===== config.mk =====
export PLATFORM = sky130hd
export DESIGN_NAME = incremental_pi_speed_loop
export DESIGN_NICKNAME = d
export VERILOG_FILES = /design/src/design/ipsl_pkg.sv /design/src/design/ipsl_mul.sv /design/src/design/ipsl_div.sv /design/src/design/incremental_pi_speed_loop.sv
export SDC_FILE = /design/constraint.sdc
export NUM_CORES = 1
export LEC_CHECK = 0
export ABC_AREA = 1
export BUFFER_PORTS_ARGS = -buffer_cell sky130_fd_sc_hd__buf_2
export CORE_ASPECT_RATIO = 0.7
export CORE_UTILIZATION = 59
export CTS_CLUSTER_SIZE = 20
export DETAILED_ROUTE_END_ITERATION = 8
export PLACE_DENSITY = 0.77
export SLEW_MARGIN = 40
export SYNTH_ARGS = -nofsm -noshare
export SYNTH_HDL_FRONTEND = slang
export SYNTH_SLANG_ARGS = --single-unit

===== constraint.sdc =====
create_clock -name aclk -period 6.58 [get_ports aclk]
set_clock_uncertainty 0.1 [all_clocks]
set_input_delay 1.645 -clock aclk [delete_from_list [all_inputs] [get_ports aclk]]
set_output_delay 1.645 -clock aclk [all_outputs]
set_load 0.01 [all_outputs]

===== src/design/ipsl_pkg.sv =====
// shared constants and types for the incremental pi speed loop
`default_nettype none
package ipsl_pkg;

    // default number of fraction bits in error, target and drive accumulator
    localparam int FRAC_BITS_DEF = 8;

    localparam int GAIN_FRAC  = 8;
    localparam int SPEED_FRAC = 8;
    localparam int MS_PER_SECOND = 1000;

    // target conversion divides by ms per second with the speed fraction removed
    localparam int TARGET_DIV = MS_PER_SECOND << SPEED_FRAC;
    localparam int DIV_RW     = 18;

    // |speed| (17 bits) * encoder counts per revolution (16 bits) * period (8 bits)
    localparam int TGT_PROD_W = 41;

    // serial multiplier datapath width, holds the largest gain product sum
    localparam int MUL_W          = 52;
    localparam int MUL_BITS       = 16;
    localparam int MUL_SHORT_BITS = 8;

    localparam int PULSE_SAT    = 32767;
    localparam int PERIOD_RESET = 10;
    localparam int LIMIT_RESET  = 32767;

    localparam int CFG_IDX_W  = 3;
    localparam int CFG_DATA_W = 16;

    localparam logic [CFG_IDX_W-1:0] REG_GAIN_PROP      = 3'd0;
    localparam logic [CFG_IDX_W-1:0] REG_GAIN_INTEGRAL  = 3'd1;
    localparam logic [CFG_IDX_W-1:0] REG_TARGET_SPEED   = 3'd2;
    localparam logic [CFG_IDX_W-1:0] REG_COUNTS_PER_REV = 3'd3;
    localparam logic [CFG_IDX_W-1:0] REG_PERIOD_TICKS   = 3'd4;
    localparam logic [CFG_IDX_W-1:0] REG_DRIVE_LIMIT    = 3'd5;

    typedef struct packed {
        logic start;
        logic clear;
        logic short_op;
    } mul_ctl_t;

endpackage
`default_nettype wire


===== src/design/ipsl_mul.sv =====
// bit-serial shift-add multiplier, one multiplier bit per cycle, accumulating
`default_nettype none
module ipsl_mul
    import ipsl_pkg::*;
#(
    parameter int PW = MUL_W
) (
    input  wire logic                 aclk,
    input  wire logic                 aresetn,
    input  wire mul_ctl_t             ctl,
    input  wire logic signed [PW-1:0] a_in,
    input  wire logic [MUL_BITS-1:0]  b_in,
    output logic                      done,
    output logic signed [PW-1:0]      prod
);

    localparam int CW = $clog2(MUL_BITS + 1);

    logic                 busy_reg, busy_next;
    logic                 done_reg, done_next;
    logic [CW-1:0]        cnt_reg, cnt_next;
    logic signed [PW-1:0] a_reg, a_next;
    logic [MUL_BITS-1:0]  b_reg, b_next;
    logic signed [PW-1:0] acc_reg, acc_next;

    always_comb begin
        busy_next = busy_reg;
        done_next = 1'b0;
        cnt_next  = cnt_reg;
        a_next    = a_reg;
        b_next    = b_reg;
        acc_next  = acc_reg;
        if (ctl.start) begin
            busy_next = 1'b1;
            cnt_next  = ctl.short_op ? CW'(MUL_SHORT_BITS) : CW'(MUL_BITS);
            a_next    = a_in;
            b_next    = b_in;
            if (ctl.clear) begin
                acc_next = '0;
            end
        end else if (busy_reg) begin
            if (b_reg[0]) begin
                acc_next = acc_reg + a_reg;
            end
            a_next   = a_reg <<< 1;
            b_next   = b_reg >> 1;
            cnt_next = cnt_reg - CW'(1);
            if (cnt_reg == CW'(1)) begin
                busy_next = 1'b0;
                done_next = 1'b1;
            end
        end
    end

    always_ff @(posedge aclk) begin
        if (!aresetn) begin
            busy_reg <= 1'b0;
            done_reg <= 1'b0;
            cnt_reg  <= '0;
        end else begin
            busy_reg <= busy_next;
            done_reg <= done_next;
            cnt_reg  <= cnt_next;
        end
        a_reg   <= a_next;
        b_reg   <= b_next;
        acc_reg <= acc_next;
    end

    assign done = done_reg;
    assign prod = acc_reg;

endmodule
`default_nettype wire


===== src/design/ipsl_div.sv =====
// restoring divider by the target conversion constant, one quotient bit per cycle
`default_nettype none
module ipsl_div
    import ipsl_pkg::*;
#(
    parameter int DW = TGT_PROD_W + FRAC_BITS_DEF
) (
    input  wire logic          aclk,
    input  wire logic          aresetn,
    input  wire logic          start,
    input  wire logic [DW-1:0] dividend,
    output logic               done,
    output logic [DW-1:0]      quotient
);

    localparam int CW = $clog2(DW + 1);
    localparam logic [DIV_RW:0] DIVISOR = (DIV_RW + 1)'(TARGET_DIV);

    logic              busy_reg, busy_next;
    logic              done_reg, done_next;
    logic [CW-1:0]     cnt_reg, cnt_next;
    logic [DW-1:0]     dvd_reg, dvd_next;
    logic [DIV_RW-1:0] rem_reg, rem_next;
    logic [DIV_RW:0]   trial;
    logic              q_bit;

    always_comb begin
        busy_next = busy_reg;
        done_next = 1'b0;
        cnt_next  = cnt_reg;
        dvd_next  = dvd_reg;
        rem_next  = rem_reg;
        trial     = {rem_reg, dvd_reg[DW-1]};
        q_bit     = trial >= DIVISOR;
        if (start) begin
            busy_next = 1'b1;
            cnt_next  = CW'(DW);
            dvd_next  = dividend;
            rem_next  = '0;
        end else if (busy_reg) begin
            // quotient bits shift in at the bottom as dividend bits leave the top
            rem_next = q_bit ? DIV_RW'(trial - DIVISOR) : trial[DIV_RW-1:0];
            dvd_next = {dvd_reg[DW-2:0], q_bit};
            cnt_next = cnt_reg - CW'(1);
            if (cnt_reg == CW'(1)) begin
                busy_next = 1'b0;
                done_next = 1'b1;
            end
        end
    end

    always_ff @(posedge aclk) begin
        if (!aresetn) begin
            busy_reg <= 1'b0;
            done_reg <= 1'b0;
            cnt_reg  <= '0;
        end else begin
            busy_reg <= busy_next;
            done_reg <= done_next;
            cnt_reg  <= cnt_next;
        end
        dvd_reg <= dvd_next;
        rem_reg <= rem_next;
    end

    assign done     = done_reg;
    assign quotient = dvd_reg;

endmodule
`default_nettype wire


===== src/design/incremental_pi_speed_loop.sv =====
// Incremental PI speed loop: one input item per millisecond tick or brake command.
// Input channel s_*: s_mode (0 tick, 1 brake) and s_encoder_pulses for that tick.
// Result channel m_*: m_drive, m_updated, m_braking, one result per input item.
// Configuration: cfg_wr_en with cfg_index / cfg_data writes a register; the user must write
// only while no item is in flight, as the block itself does not enforce this.
// A tick that runs no control step, and a brake, give their result in the cycle after
// acceptance. A control step runs the target products, the divide, the error and the
// gain products in turn; a target forced to zero skips straight to the error.
// It uses the shared bit-serial multiplier (one multiplier bit per cycle, run four times,
// or twice for a zero target) and the restoring divider (one quotient bit per cycle).
// One item is worked on at a time; s_ready is high when idle and the output register
// is empty or being taken, so the next item can be accepted in the cycle its
// predecessor's result leaves.
// If the receiver stalls, the result stays in the output register and a following
// item waits at s_ready.
// Reset (aresetn low, synchronous) clears the pulse sum, tick counter, drive
// accumulator, last error and brake hold, and loads register defaults
// (period 10, drive limit 32767, the rest zero).
`default_nettype none
module incremental_pi_speed_loop
    import ipsl_pkg::*;
#(
    parameter int FRAC_BITS = FRAC_BITS_DEF
) (
    input  wire logic                  aclk,
    input  wire logic                  aresetn,
    input  wire logic                  s_valid,
    output logic                       s_ready,
    input  wire logic                  s_mode,
    input  wire logic signed [10:0]    s_encoder_pulses,
    output logic                       m_valid,
    input  wire logic                  m_ready,
    output logic signed [15:0]         m_drive,
    output logic                       m_updated,
    output logic                       m_braking,
    input  wire logic                  cfg_wr_en,
    input  wire logic [CFG_IDX_W-1:0]  cfg_index,
    input  wire logic [CFG_DATA_W-1:0] cfg_data
);

    localparam int DW   = TGT_PROD_W + FRAC_BITS;
    localparam int ERRW = DW + 2;
    localparam int ACW  = 16 + FRAC_BITS;
    localparam int SUMW = MUL_W - GAIN_FRAC + 1;

    localparam logic signed [ERRW-1:0] ERR_MAX = (ERRW'(1) << 31) - ERRW'(1);
    localparam logic signed [ERRW-1:0] ERR_MIN = ERRW'(0) - (ERRW'(1) << 31);
    localparam logic signed [16:0]     SUM_MAX = 17'(PULSE_SAT);
    localparam logic signed [16:0]     SUM_MIN = 17'(0) - 17'(PULSE_SAT);

    typedef enum logic [6:0] {
        S_IDLE = 7'b0000001,
        S_TGT1 = 7'b0000010,
        S_TGT2 = 7'b0000100,
        S_DIV  = 7'b0001000,
        S_ERR  = 7'b0010000,
        S_PMUL = 7'b0100000,
        S_IMUL = 7'b1000000
    } state_t;

    state_t state_reg, state_next;

    logic [15:0]        kp_reg, kp_next;
    logic [15:0]        ki_reg, ki_next;
    logic signed [15:0] speed_reg, speed_next;
    logic [15:0]        ppr_reg, ppr_next;
    logic [7:0]         period_reg, period_next;
    logic [14:0]        limit_reg, limit_next;

    logic signed [15:0]     pulse_sum_reg, pulse_sum_next;
    logic [7:0]             ticks_reg, ticks_next;
    logic signed [ACW-1:0]  accum_reg, accum_next;
    logic signed [31:0]     last_err_reg, last_err_next;
    logic                   held_reg, held_next;
    logic signed [31:0]     err_reg, err_next;
    logic                   zero_tgt_reg, zero_tgt_next;

    logic               m_valid_reg, m_valid_next;
    logic signed [15:0] drive_reg, drive_next;
    logic               updated_reg, updated_next;
    logic               braking_reg, braking_next;

    logic                    accept;
    logic signed [16:0]      sum_wide;
    logic signed [15:0]      sum_sat;
    logic [7:0]              ticks_inc;
    logic                    step_now;
    logic signed [16:0]      sp_ext;
    logic [16:0]             sp_mag;
    logic                    zero_tgt_now;
    logic signed [ERRW-1:0]  tq_s;
    logic signed [ERRW-1:0]  t_s;
    logic signed [ERRW-1:0]  ps;
    logic signed [ERRW-1:0]  e_wide;
    logic signed [31:0]      err_now;
    logic signed [32:0]      ediff;
    logic signed [SUMW-1:0]  delta;
    logic signed [SUMW-1:0]  acc_sum;
    logic signed [SUMW-1:0]  lim_s;
    logic signed [SUMW-1:0]  acc_clamp;

    mul_ctl_t                mul_ctl;
    logic signed [MUL_W-1:0] mul_a;
    logic [MUL_BITS-1:0]     mul_b;
    logic                    mul_done;
    logic signed [MUL_W-1:0] mul_prod;
    logic                    div_start;
    logic [DW-1:0]           div_dividend;
    logic                    div_done;
    logic [DW-1:0]           div_q;

    // drive is the accumulator truncated toward zero
    function automatic logic signed [15:0] drive_of(input logic signed [ACW-1:0] a);
        logic signed [ACW-1:0] fl;
        logic                  rnd;
        fl  = a >>> FRAC_BITS;
        rnd = a[ACW-1] && (a[FRAC_BITS-1:0] != '0);
        return 16'(fl) + 16'(rnd);
    endfunction

    ipsl_mul #(
        .PW (MUL_W)
    ) u_mul (
        .aclk    (aclk),
        .aresetn (aresetn),
        .ctl     (mul_ctl),
        .a_in    (mul_a),
        .b_in    (mul_b),
        .done    (mul_done),
        .prod    (mul_prod)
    );

    ipsl_div #(
        .DW (DW)
    ) u_div (
        .aclk     (aclk),
        .aresetn  (aresetn),
        .start    (div_start),
        .dividend (div_dividend),
        .done     (div_done),
        .quotient (div_q)
    );

    assign s_ready = (state_reg == S_IDLE) && (!m_valid_reg || m_ready);
    assign accept  = s_valid && s_ready;

    always_comb begin
        sum_wide = 17'(pulse_sum_reg) + 17'(s_encoder_pulses);
        if (sum_wide > SUM_MAX) begin
            sum_sat = 16'(SUM_MAX);
        end else if (sum_wide < SUM_MIN) begin
            sum_sat = 16'(SUM_MIN);
        end else begin
            sum_sat = 16'(sum_wide);
        end
        ticks_inc    = (ticks_reg == 8'hFF) ? ticks_reg : ticks_reg + 8'd1;
        step_now     = ticks_inc >= period_reg;
        sp_ext       = 17'(speed_reg);
        sp_mag       = speed_reg[15] ? 17'(-sp_ext) : 17'(sp_ext);
        zero_tgt_now = held_reg || (ppr_reg == '0) || (period_reg == '0);

        // error against the target, saturated to 32 bits
        tq_s   = zero_tgt_reg ? '0 : ERRW'(div_q);
        t_s    = speed_reg[15] ? -tq_s : tq_s;
        ps     = ERRW'(pulse_sum_reg) <<< FRAC_BITS;
        e_wide = t_s - ps;
        if (e_wide > ERR_MAX) begin
            err_now = 32'(ERR_MAX);
        end else if (e_wide < ERR_MIN) begin
            err_now = 32'(ERR_MIN);
        end else begin
            err_now = 32'(e_wide);
        end
        ediff = 33'(err_now) - 33'(last_err_reg);

        // arithmetic shift of the gain sum is floor rounding
        delta   = SUMW'(mul_prod >>> GAIN_FRAC);
        acc_sum = SUMW'(accum_reg) + delta;
        lim_s   = SUMW'({1'b0, limit_reg, {FRAC_BITS{1'b0}}});
        if (acc_sum > lim_s) begin
            acc_clamp = lim_s;
        end else if (acc_sum < -lim_s) begin
            acc_clamp = -lim_s;
        end else begin
            acc_clamp = acc_sum;
        end
    end

    always_comb begin
        state_next     = state_reg;
        kp_next        = kp_reg;
        ki_next        = ki_reg;
        speed_next     = speed_reg;
        ppr_next       = ppr_reg;
        period_next    = period_reg;
        limit_next     = limit_reg;
        pulse_sum_next = pulse_sum_reg;
        ticks_next     = ticks_reg;
        accum_next     = accum_reg;
        last_err_next  = last_err_reg;
        held_next      = held_reg;
        err_next       = err_reg;
        zero_tgt_next  = zero_tgt_reg;
        m_valid_next   = m_valid_reg && !m_ready;
        drive_next     = drive_reg;
        updated_next   = updated_reg;
        braking_next   = braking_reg;
        mul_ctl        = '0;
        mul_a          = '0;
        mul_b          = '0;
        div_start      = 1'b0;
        div_dividend   = {mul_prod[TGT_PROD_W-1:0], {FRAC_BITS{1'b0}}};

        unique case (state_reg)
            S_IDLE: begin
                if (accept) begin
                    if (s_mode) begin
                        accum_next    = '0;
                        last_err_next = '0;
                        held_next     = 1'b1;
                        m_valid_next  = 1'b1;
                        drive_next    = '0;
                        updated_next  = 1'b0;
                        braking_next  = 1'b1;
                    end else begin
                        pulse_sum_next = sum_sat;
                        ticks_next     = ticks_inc;
                        if (step_now) begin
                            zero_tgt_next = zero_tgt_now;
                            if (zero_tgt_now) begin
                                state_next = S_ERR;
                            end else begin
                                mul_ctl.start = 1'b1;
                                mul_ctl.clear = 1'b1;
                                mul_a         = MUL_W'(sp_mag);
                                mul_b         = ppr_reg;
                                state_next    = S_TGT1;
                            end
                        end else begin
                            m_valid_next = 1'b1;
                            drive_next   = drive_of(accum_reg);
                            updated_next = 1'b0;
                            braking_next = 1'b0;
                        end
                    end
                end
            end
            S_TGT1: begin
                if (mul_done) begin
                    mul_ctl.start    = 1'b1;
                    mul_ctl.clear    = 1'b1;
                    mul_ctl.short_op = 1'b1;
                    mul_a            = mul_prod;
                    mul_b            = MUL_BITS'(period_reg);
                    state_next       = S_TGT2;
                end
            end
            S_TGT2: begin
                if (mul_done) begin
                    div_start  = 1'b1;
                    state_next = S_DIV;
                end
            end
            S_DIV: begin
                if (div_done) begin
                    state_next = S_ERR;
                end
            end
            S_ERR: begin
                err_next      = err_now;
                mul_ctl.start = 1'b1;
                mul_ctl.clear = 1'b1;
                mul_a         = MUL_W'(ediff);
                mul_b         = kp_reg;
                state_next    = S_PMUL;
            end
            S_PMUL: begin
                if (mul_done) begin
                    // integral product lands on top of the proportional one
                    mul_ctl.start = 1'b1;
                    mul_a         = MUL_W'(err_reg);
                    mul_b         = ki_reg;
                    state_next    = S_IMUL;
                end
            end
            S_IMUL: begin
                if (mul_done) begin
                    accum_next     = ACW'(acc_clamp);
                    last_err_next  = err_reg;
                    pulse_sum_next = '0;
                    ticks_next     = '0;
                    m_valid_next   = 1'b1;
                    drive_next     = drive_of(ACW'(acc_clamp));
                    updated_next   = 1'b1;
                    braking_next   = 1'b0;
                    state_next     = S_IDLE;
                end
            end
            default: begin
                state_next = S_IDLE;
            end
        endcase

        if (cfg_wr_en) begin
            unique case (cfg_index)
                REG_GAIN_PROP:      kp_next = cfg_data;
                REG_GAIN_INTEGRAL:  ki_next = cfg_data;
                REG_TARGET_SPEED: begin
                    speed_next = cfg_data;
                    held_next  = 1'b0;
                end
                REG_COUNTS_PER_REV: ppr_next = cfg_data;
                REG_PERIOD_TICKS:   period_next = cfg_data[7:0];
                REG_DRIVE_LIMIT:    limit_next = cfg_data[14:0];
                default: begin
                end
            endcase
        end
    end

    always_ff @(posedge aclk) begin
        if (!aresetn) begin
            state_reg     <= S_IDLE;
            kp_reg        <= '0;
            ki_reg        <= '0;
            speed_reg     <= '0;
            ppr_reg       <= '0;
            period_reg    <= 8'(PERIOD_RESET);
            limit_reg     <= 15'(LIMIT_RESET);
            pulse_sum_reg <= '0;
            ticks_reg     <= '0;
            accum_reg     <= '0;
            last_err_reg  <= '0;
            held_reg      <= 1'b0;
            zero_tgt_reg  <= 1'b0;
            m_valid_reg   <= 1'b0;
        end else begin
            state_reg     <= state_next;
            kp_reg        <= kp_next;
            ki_reg        <= ki_next;
            speed_reg     <= speed_next;
            ppr_reg       <= ppr_next;
            period_reg    <= period_next;
            limit_reg     <= limit_next;
            pulse_sum_reg <= pulse_sum_next;
            ticks_reg     <= ticks_next;
            accum_reg     <= accum_next;
            last_err_reg  <= last_err_next;
            held_reg      <= held_next;
            zero_tgt_reg  <= zero_tgt_next;
            m_valid_reg   <= m_valid_next;
        end
        err_reg     <= err_next;
        drive_reg   <= drive_next;
        updated_reg <= updated_next;
        braking_reg <= braking_next;
    end

    assign m_valid   = m_valid_reg;
    assign m_drive   = drive_reg;
    assign m_updated = updated_reg;
    assign m_braking = braking_reg;

endmodule
`default_nettype wire


Word level (Yosys, flattened, before mapping)
Index checks and enable logic that the tools add are counted.
{ "totals": {"regBits": 429, "latchBits": 0, "ram_bits": 0, "rom_bits": 0, "inputBits": 36, "output_inout_bits": 20, "wordCells": 225, "n_memories": 0} }
{ "op_classes": {"addsub": 14, "n_mul": 0, "div": 0, "order_cmp": 8, "eq_ne": 26, "n_shift": 0, "n_mux": 108, "n_bitwise": 4, "n_reduce_logical": 34} }
{ "op_table": {"columns": ["cell", "n"], "rows": [
  ["$mux 52", 8],
  ["$mux 16", 16],
  ["$pmux 52 s4", 1],
  ["$mux 32", 5],
  ["$mux 49", 3],
  ["$mux 24", 5],
  ["$mux 17", 5],
  ["$pmux 16 s2", 2],
  ["$pmux 16 s4", 1],
  ["$pmux 32 s2", 1],
  ["$mux 7", 8],
  ["$add 52x52->52", 1],
  ["$gt 51x32->1 const B", 1],
  ["$lt 51x32->1 const B", 1],
  ["$mux 51", 1],
  ["$neg 49->51", 1],
  ["$sub 51x24->51", 1],
  ["$pmux 7 s7", 1],
  ["$pmux 24 s2", 1],
  ["$add 24x44->45", 1],
  ["$gt 45x24->1", 1],
  ["$lt 45x45->1", 1],
  ["$neg 23->45", 1],
  ["$mux 8", 5],
  ["other kinds (53)", 122]
]} }

Longest topological paths before layout
{ "depth": {"depth_word": 10, "depth_mapped": 63, "depth_no_buf": 61} }

Modules after synthesis
A second synthesis with hierarchy kept.
{ "hier_totals": {"hier_cells": 5462, "area_unflattened_um2": 35605.4} }
{ "modules_own_cells": {"columns": ["mod", "n_inst", "cells_each", "area_per_inst_um2", "seq_area_each_um2"], "rows": [
  ["incremental_pi_speed_loop", 1, 3695, 22781.8, 5044.8],
  ["ipsl_mul", 1, 1388, 9477.8, 3743.6],
  ["ipsl_div", 1, 379, 3345.7, 1991.9]
]} }

Least setup slack after synthesis
Ideal clock, no wire load.
{ "synth_path": {"path_type": "reg2reg", "from": "register zero_tgt_reg", "to": "register u_mul.a_reg[31], data pin", "setup_time_ns": 0.276, "arrival_time_ns": 6.885, "required_time_ns": 6.204, "setup_slack_ns": -0.681, "stages_incl_launch_ff": 55, "n_path_buf": 3, "synth_period_minus_slack_ns": 7.261, "path_cell_list": "dfxtp_1 -> buf_6 -> inv_6 -> buf_6 -> nand2_2 -> nand3_1 -> nor2_1 -> nand3_1 -> nor3_2 -> nand3_1 -> inv_2 -> nand3_1 -> nor2_1 -> inv_2 -> nor2_2 -> nand4_2 -> nor2_2 -> nand2_1 -> [19 not listed] -> ha_1 -> nand3_1 -> nand2_1 -> inv_1 -> nor2_1 -> nor2_1 -> o21ai_0 -> a21boi_0 -> o21ai_0 -> a21boi_0 -> o21ai_0 -> a21boi_0 -> o21ai_0 -> nand2_1 -> nand2_1 -> nand2_1 -> nand3_1 -> nand4_1"} }
{ "synth_via": {"elab_chain_cells": 10, "word_cells_on_any_way": 11, "cone_classes": "add/sub (3); order compare (2); mux (6)"} }
{ "synth_rtl": {"columns": ["element", "line", "source"], "rows": [
  ["from (decl)", "incremental_pi_speed_loop.sv:76", "logic zero_tgt_reg, zero_tgt_next;"],
  ["from (signal assigned)", "incremental_pi_speed_loop.sv:350", "zero_tgt_reg <= zero_tgt_next;"],
  ["$mux 49 (*)", "incremental_pi_speed_loop.sv:163", "tq_s = zero_tgt_reg ? '0 : ERRW'(div_q);"],
  ["$neg 49->51", "incremental_pi_speed_loop.sv:164", "t_s = speed_reg[15] ? -tq_s : tq_s;"],
  ["$mux 51 (*)", "incremental_pi_speed_loop.sv:164", null],
  ["$sub 51x24->51 (*)", "incremental_pi_speed_loop.sv:166", "e_wide = t_s - ps;"],
  ["$lt 51x32->1", "incremental_pi_speed_loop.sv:169", "end else if (e_wide < ERR_MIN) begin"],
  ["$mux 32", "incremental_pi_speed_loop.sv:169", null],
  ["$mux 32 (*)", "incremental_pi_speed_loop.sv:167", "if (e_wide > ERR_MAX) begin"],
  ["net err_now[2]", "incremental_pi_speed_loop.sv:95", "logic signed [31:0] err_now;"],
  ["$sub 32x32->33 (*)", "incremental_pi_speed_loop.sv:174", "ediff = 33'(err_now) - 33'(last_err_reg);"],
  ["$pmux 52 s4 (*)", "incremental_pi_speed_loop.sv:214", "unique case (state_reg)"],
  ["$mux 52 (*)", "ipsl_mul.sv:33", "if (ctl.start) begin"],
  ["net u_mul.a_next[31]", "ipsl_mul.sv:22", "logic signed [PW-1:0] a_reg, a_next;"],
  ["to (signal assigned)", "ipsl_mul.sv:65", "a_reg <= a_next;"],
  ["to (decl)", "ipsl_mul.sv:22", null]
]} }
The timed path passes the listed nets; every way through them passes the cells marked *.
A chain may end at the register's enable or synchronous reset.

Worst setup path after layout
{ "layout_path": {"from": "register zero_tgt_reg", "to": "register u_mul.a_reg[38], data pin"} }
The elaborated chain is that of the path after synthesis.

==> impl_metrics.tcl <==
set metrics [dict create \
    final_cell_mix "nand2_1 (1141), inv_1 (629), nor2_1 (520)" \
    relSlewSlack_pct 43.3 \
    ant_nets 0 \
    io_buffer_count 55 \
    period_share_pct 120 \
    finalNetCount 5507 \
    worstSetupPathType "register to register" \
    dieHeight_um 201 \
    areaGrowthSynthToFinish_pct 19.9 \
    slowest_delay_ps 410 \
    p_leak_uw 0.0179 \
    final_hold_viol_count 0 \
    setup.worst_path.start_class "register" \
    vdd_drop_max_mv 0.202 \
    multi_input_area_sq_um 20600 \
    insertion_delay_ps 620 \
    via_count 34800 \
    syn_nets 5111 \
    num_rows 72 \
    synth_area_sq_um 33200 \
    grt_pass1_vias 31600 \
    coreArea_sq_um 55400 \
    hold_path.class "register to register" \
    antenna_found_initial 1 \
    met1_length_um 48800 \
    synth_edf_count 211 \
    crit_required_ps 6770 \
    maxUsedRoutingLayer "met5" \
    tightest_slew_ps 850 \
    critPathMaxFanout 6 \
    dr_wl_met3_um 12200 \
    top_level_ports 56 \
    slowest_stage "dfxtp_4" \
    synth.distinct_cells 69 \
    start_util_pct 60.0 \
    clk_pin_slew_ps 60 \
    n_fill_cell 4518 \
    overflow 0 \
    groute.usage.overall_pct 37.0 \
    crit_top_cell "buf_4" \
    crit_arrival_ps 8060 \
    htreeDepth 2 \
    final_common_cell "nand2_1" \
    setup_viol 47 \
    wirelength_um 110000 \
    ys_seq_area_share_pct 32.2 \
    finalWeightedCongestion 0.988 \
    violations "negative setup slack" \
    synthCells 4811 \
    fp.dieArea_sq_um 57300 \
    maxSlewViolCount 0 \
    status "finished with violations" \
    regArea_sq_um 10700 \
    power_density_nw_per_um2 228 \
    yosys_warnings 0 \
    reg2reg_slack_ps -1290 \
    drt_iter0_markers 3799 \
    cts_sinks 429 \
    first_pass_iters 9 \
    place_hpwl_um 80300 \
    worst_slack_ps -1290 \
    post-route-min-period_ps 7870 \
    final.setup.tns_ps -46800 \
    grt_pass1_wl_um 171000 \
    avgSynthCellArea_sq_um 6.91 \
    ys_ff_latch 429 \
    met2_length_um 46200 \
    grt_max_degree 73 \
    rsz0062_at_grt "true" \
    crit_path_end_kind "register" \
    clockBufferDepth 3 \
    routed_via_density 5.81 \
    cts_made_buffers 44 \
    synthFlopType "dfxtp_1" \
    die_x_um 286 \
    hold-worst-slack_ps 361 \
    drv_cap 0 \
    root_buffer "clkbuf_16" \
    cts_tree "yes" \
    fmax_ghz 0.127 \
    wl_per_cell_um 18.4 \
    drive_gt1_share_pct 16.2 \
    drc 0 \
    async_flop_share_pct 0 \
]
## routing by layer
metal	vias to the layer above	global-route usage [%]
met5	-	0
met4	2	9.63
met3	230	7.40
met2	1795	54.3
met1	15984	55.1
li1	16789	-
## critical path, delay by kind of cell (launching register included)
family / cells / cell delay, ps
buffers and inverters: 35 / 4380
AND/OR/NAND/NOR: 25 / 2020
flip-flops: 1 / 410
adder cells (fa/ha/maj): 1 / 290
AO/OA/AOI/OAI: 1 / 170
XOR/XNOR: 1 / 100
## cell usage after synthesis, types with 37 or more instances
cell / instances / area [sq um]
xor2_1: 106 / 928
dfxtp_1: 218 / 4360
a31oi_1: 37 / 231
o211ai_1: 42 / 315
nand4_1: 48 / 300
xnor2_1: 61 / 534
o21ai_0: 282 / 1410
a21oi_1: 445 / 2230
nor2_1: 540 / 2030
nand2_1: 1190 / 4470
edfxtp_1: 211 / 6340
ha_1: 259 / 3240
nor3_1: 61 / 305
clkbuf_1: 103 / 387
inv_1: 641 / 2410
nand3_1: 193 / 966
## cells by family (layout without fill, tap and decap cells)
| family | after synthesis | count (layout) | synth area share [%] |
|---|---|---|---|
| fa+ha+maj | 264 | 264 | 10.1 |
| xor+xnor | 168 | 168 | 4.45 |
| compound gates | 993 | 993 | 17.0 |
| buf+inv | 785 | 1217 | 9.07 |
| flops | 429 | 429 | 32.2 |
| simple gates | 2171 | 2171 | 27.2 |
| other cells | 0 | 2 | 0 |
| mux | 1 | 1 | 0.0339 |
## per-stage QoR
step	utilization [%]	total power [uW]	cells	setup slack [ps]	area, sq um
6_report	71.9	9080	5985	-1290	39900
4_1_cts	70.5	8700	5967	-804	39100
5_1_grt	71.9	9470	5983	-1580	39800
2_1_floorplan	-	4830	4811	-104	33400
3_5_place_dp	66.4	5920	5823	-932	36800
3_3_place_gp	66.3	5870	5823	-641	36700
## path summary, 6_finish.rpt
| kind | from | to | depth (start not counted) |
|---|---|---|---|
| max reg2reg | zero_tgt_reg | u_mul.a_reg[38] | 63 |
| min | last_err_reg[29] | last_err_reg[29] | 2 |
| max | zero_tgt_reg | u_mul.a_reg[38] | 63 |
| min reg2reg | last_err_reg[29] | last_err_reg[29] | 2 |
## layout make-up
type / instances / share of cell area (%)
clock inverters: 25 / 0.716
well taps: 740 / 2.32
clock buffers: 57 / 3.02
diodes: 2 / 0.0126
flip-flops and latches: 429 / 26.9
multi-input cells: 3597 / 51.7
inverters: 658 / 6.25
repair buffers: 477 / 9.09
## report_power, final
part / switching (uW) / total (uW) / internal, uW
sequential: 78.1 / 3060 / 2980
combinational: 1980 / 3350 / 1380
clock: 1190 / 2660 / 1470
total: 3250 / 9080 / 5830
## what timing repair did
| action | 4_1_cts | 5_1_grt |
|---|---|---|
| hold buffers | 0 | 0 |
| endpoints found under the setup margin | 46 | 65 |
| cloned | 2 | 0 |
| pin swaps | 28 | 65 |
| buffers inserted | 62 | 26 |
| resized for setup | 82 | 151 |
Power figures use the tool's default switching activity.
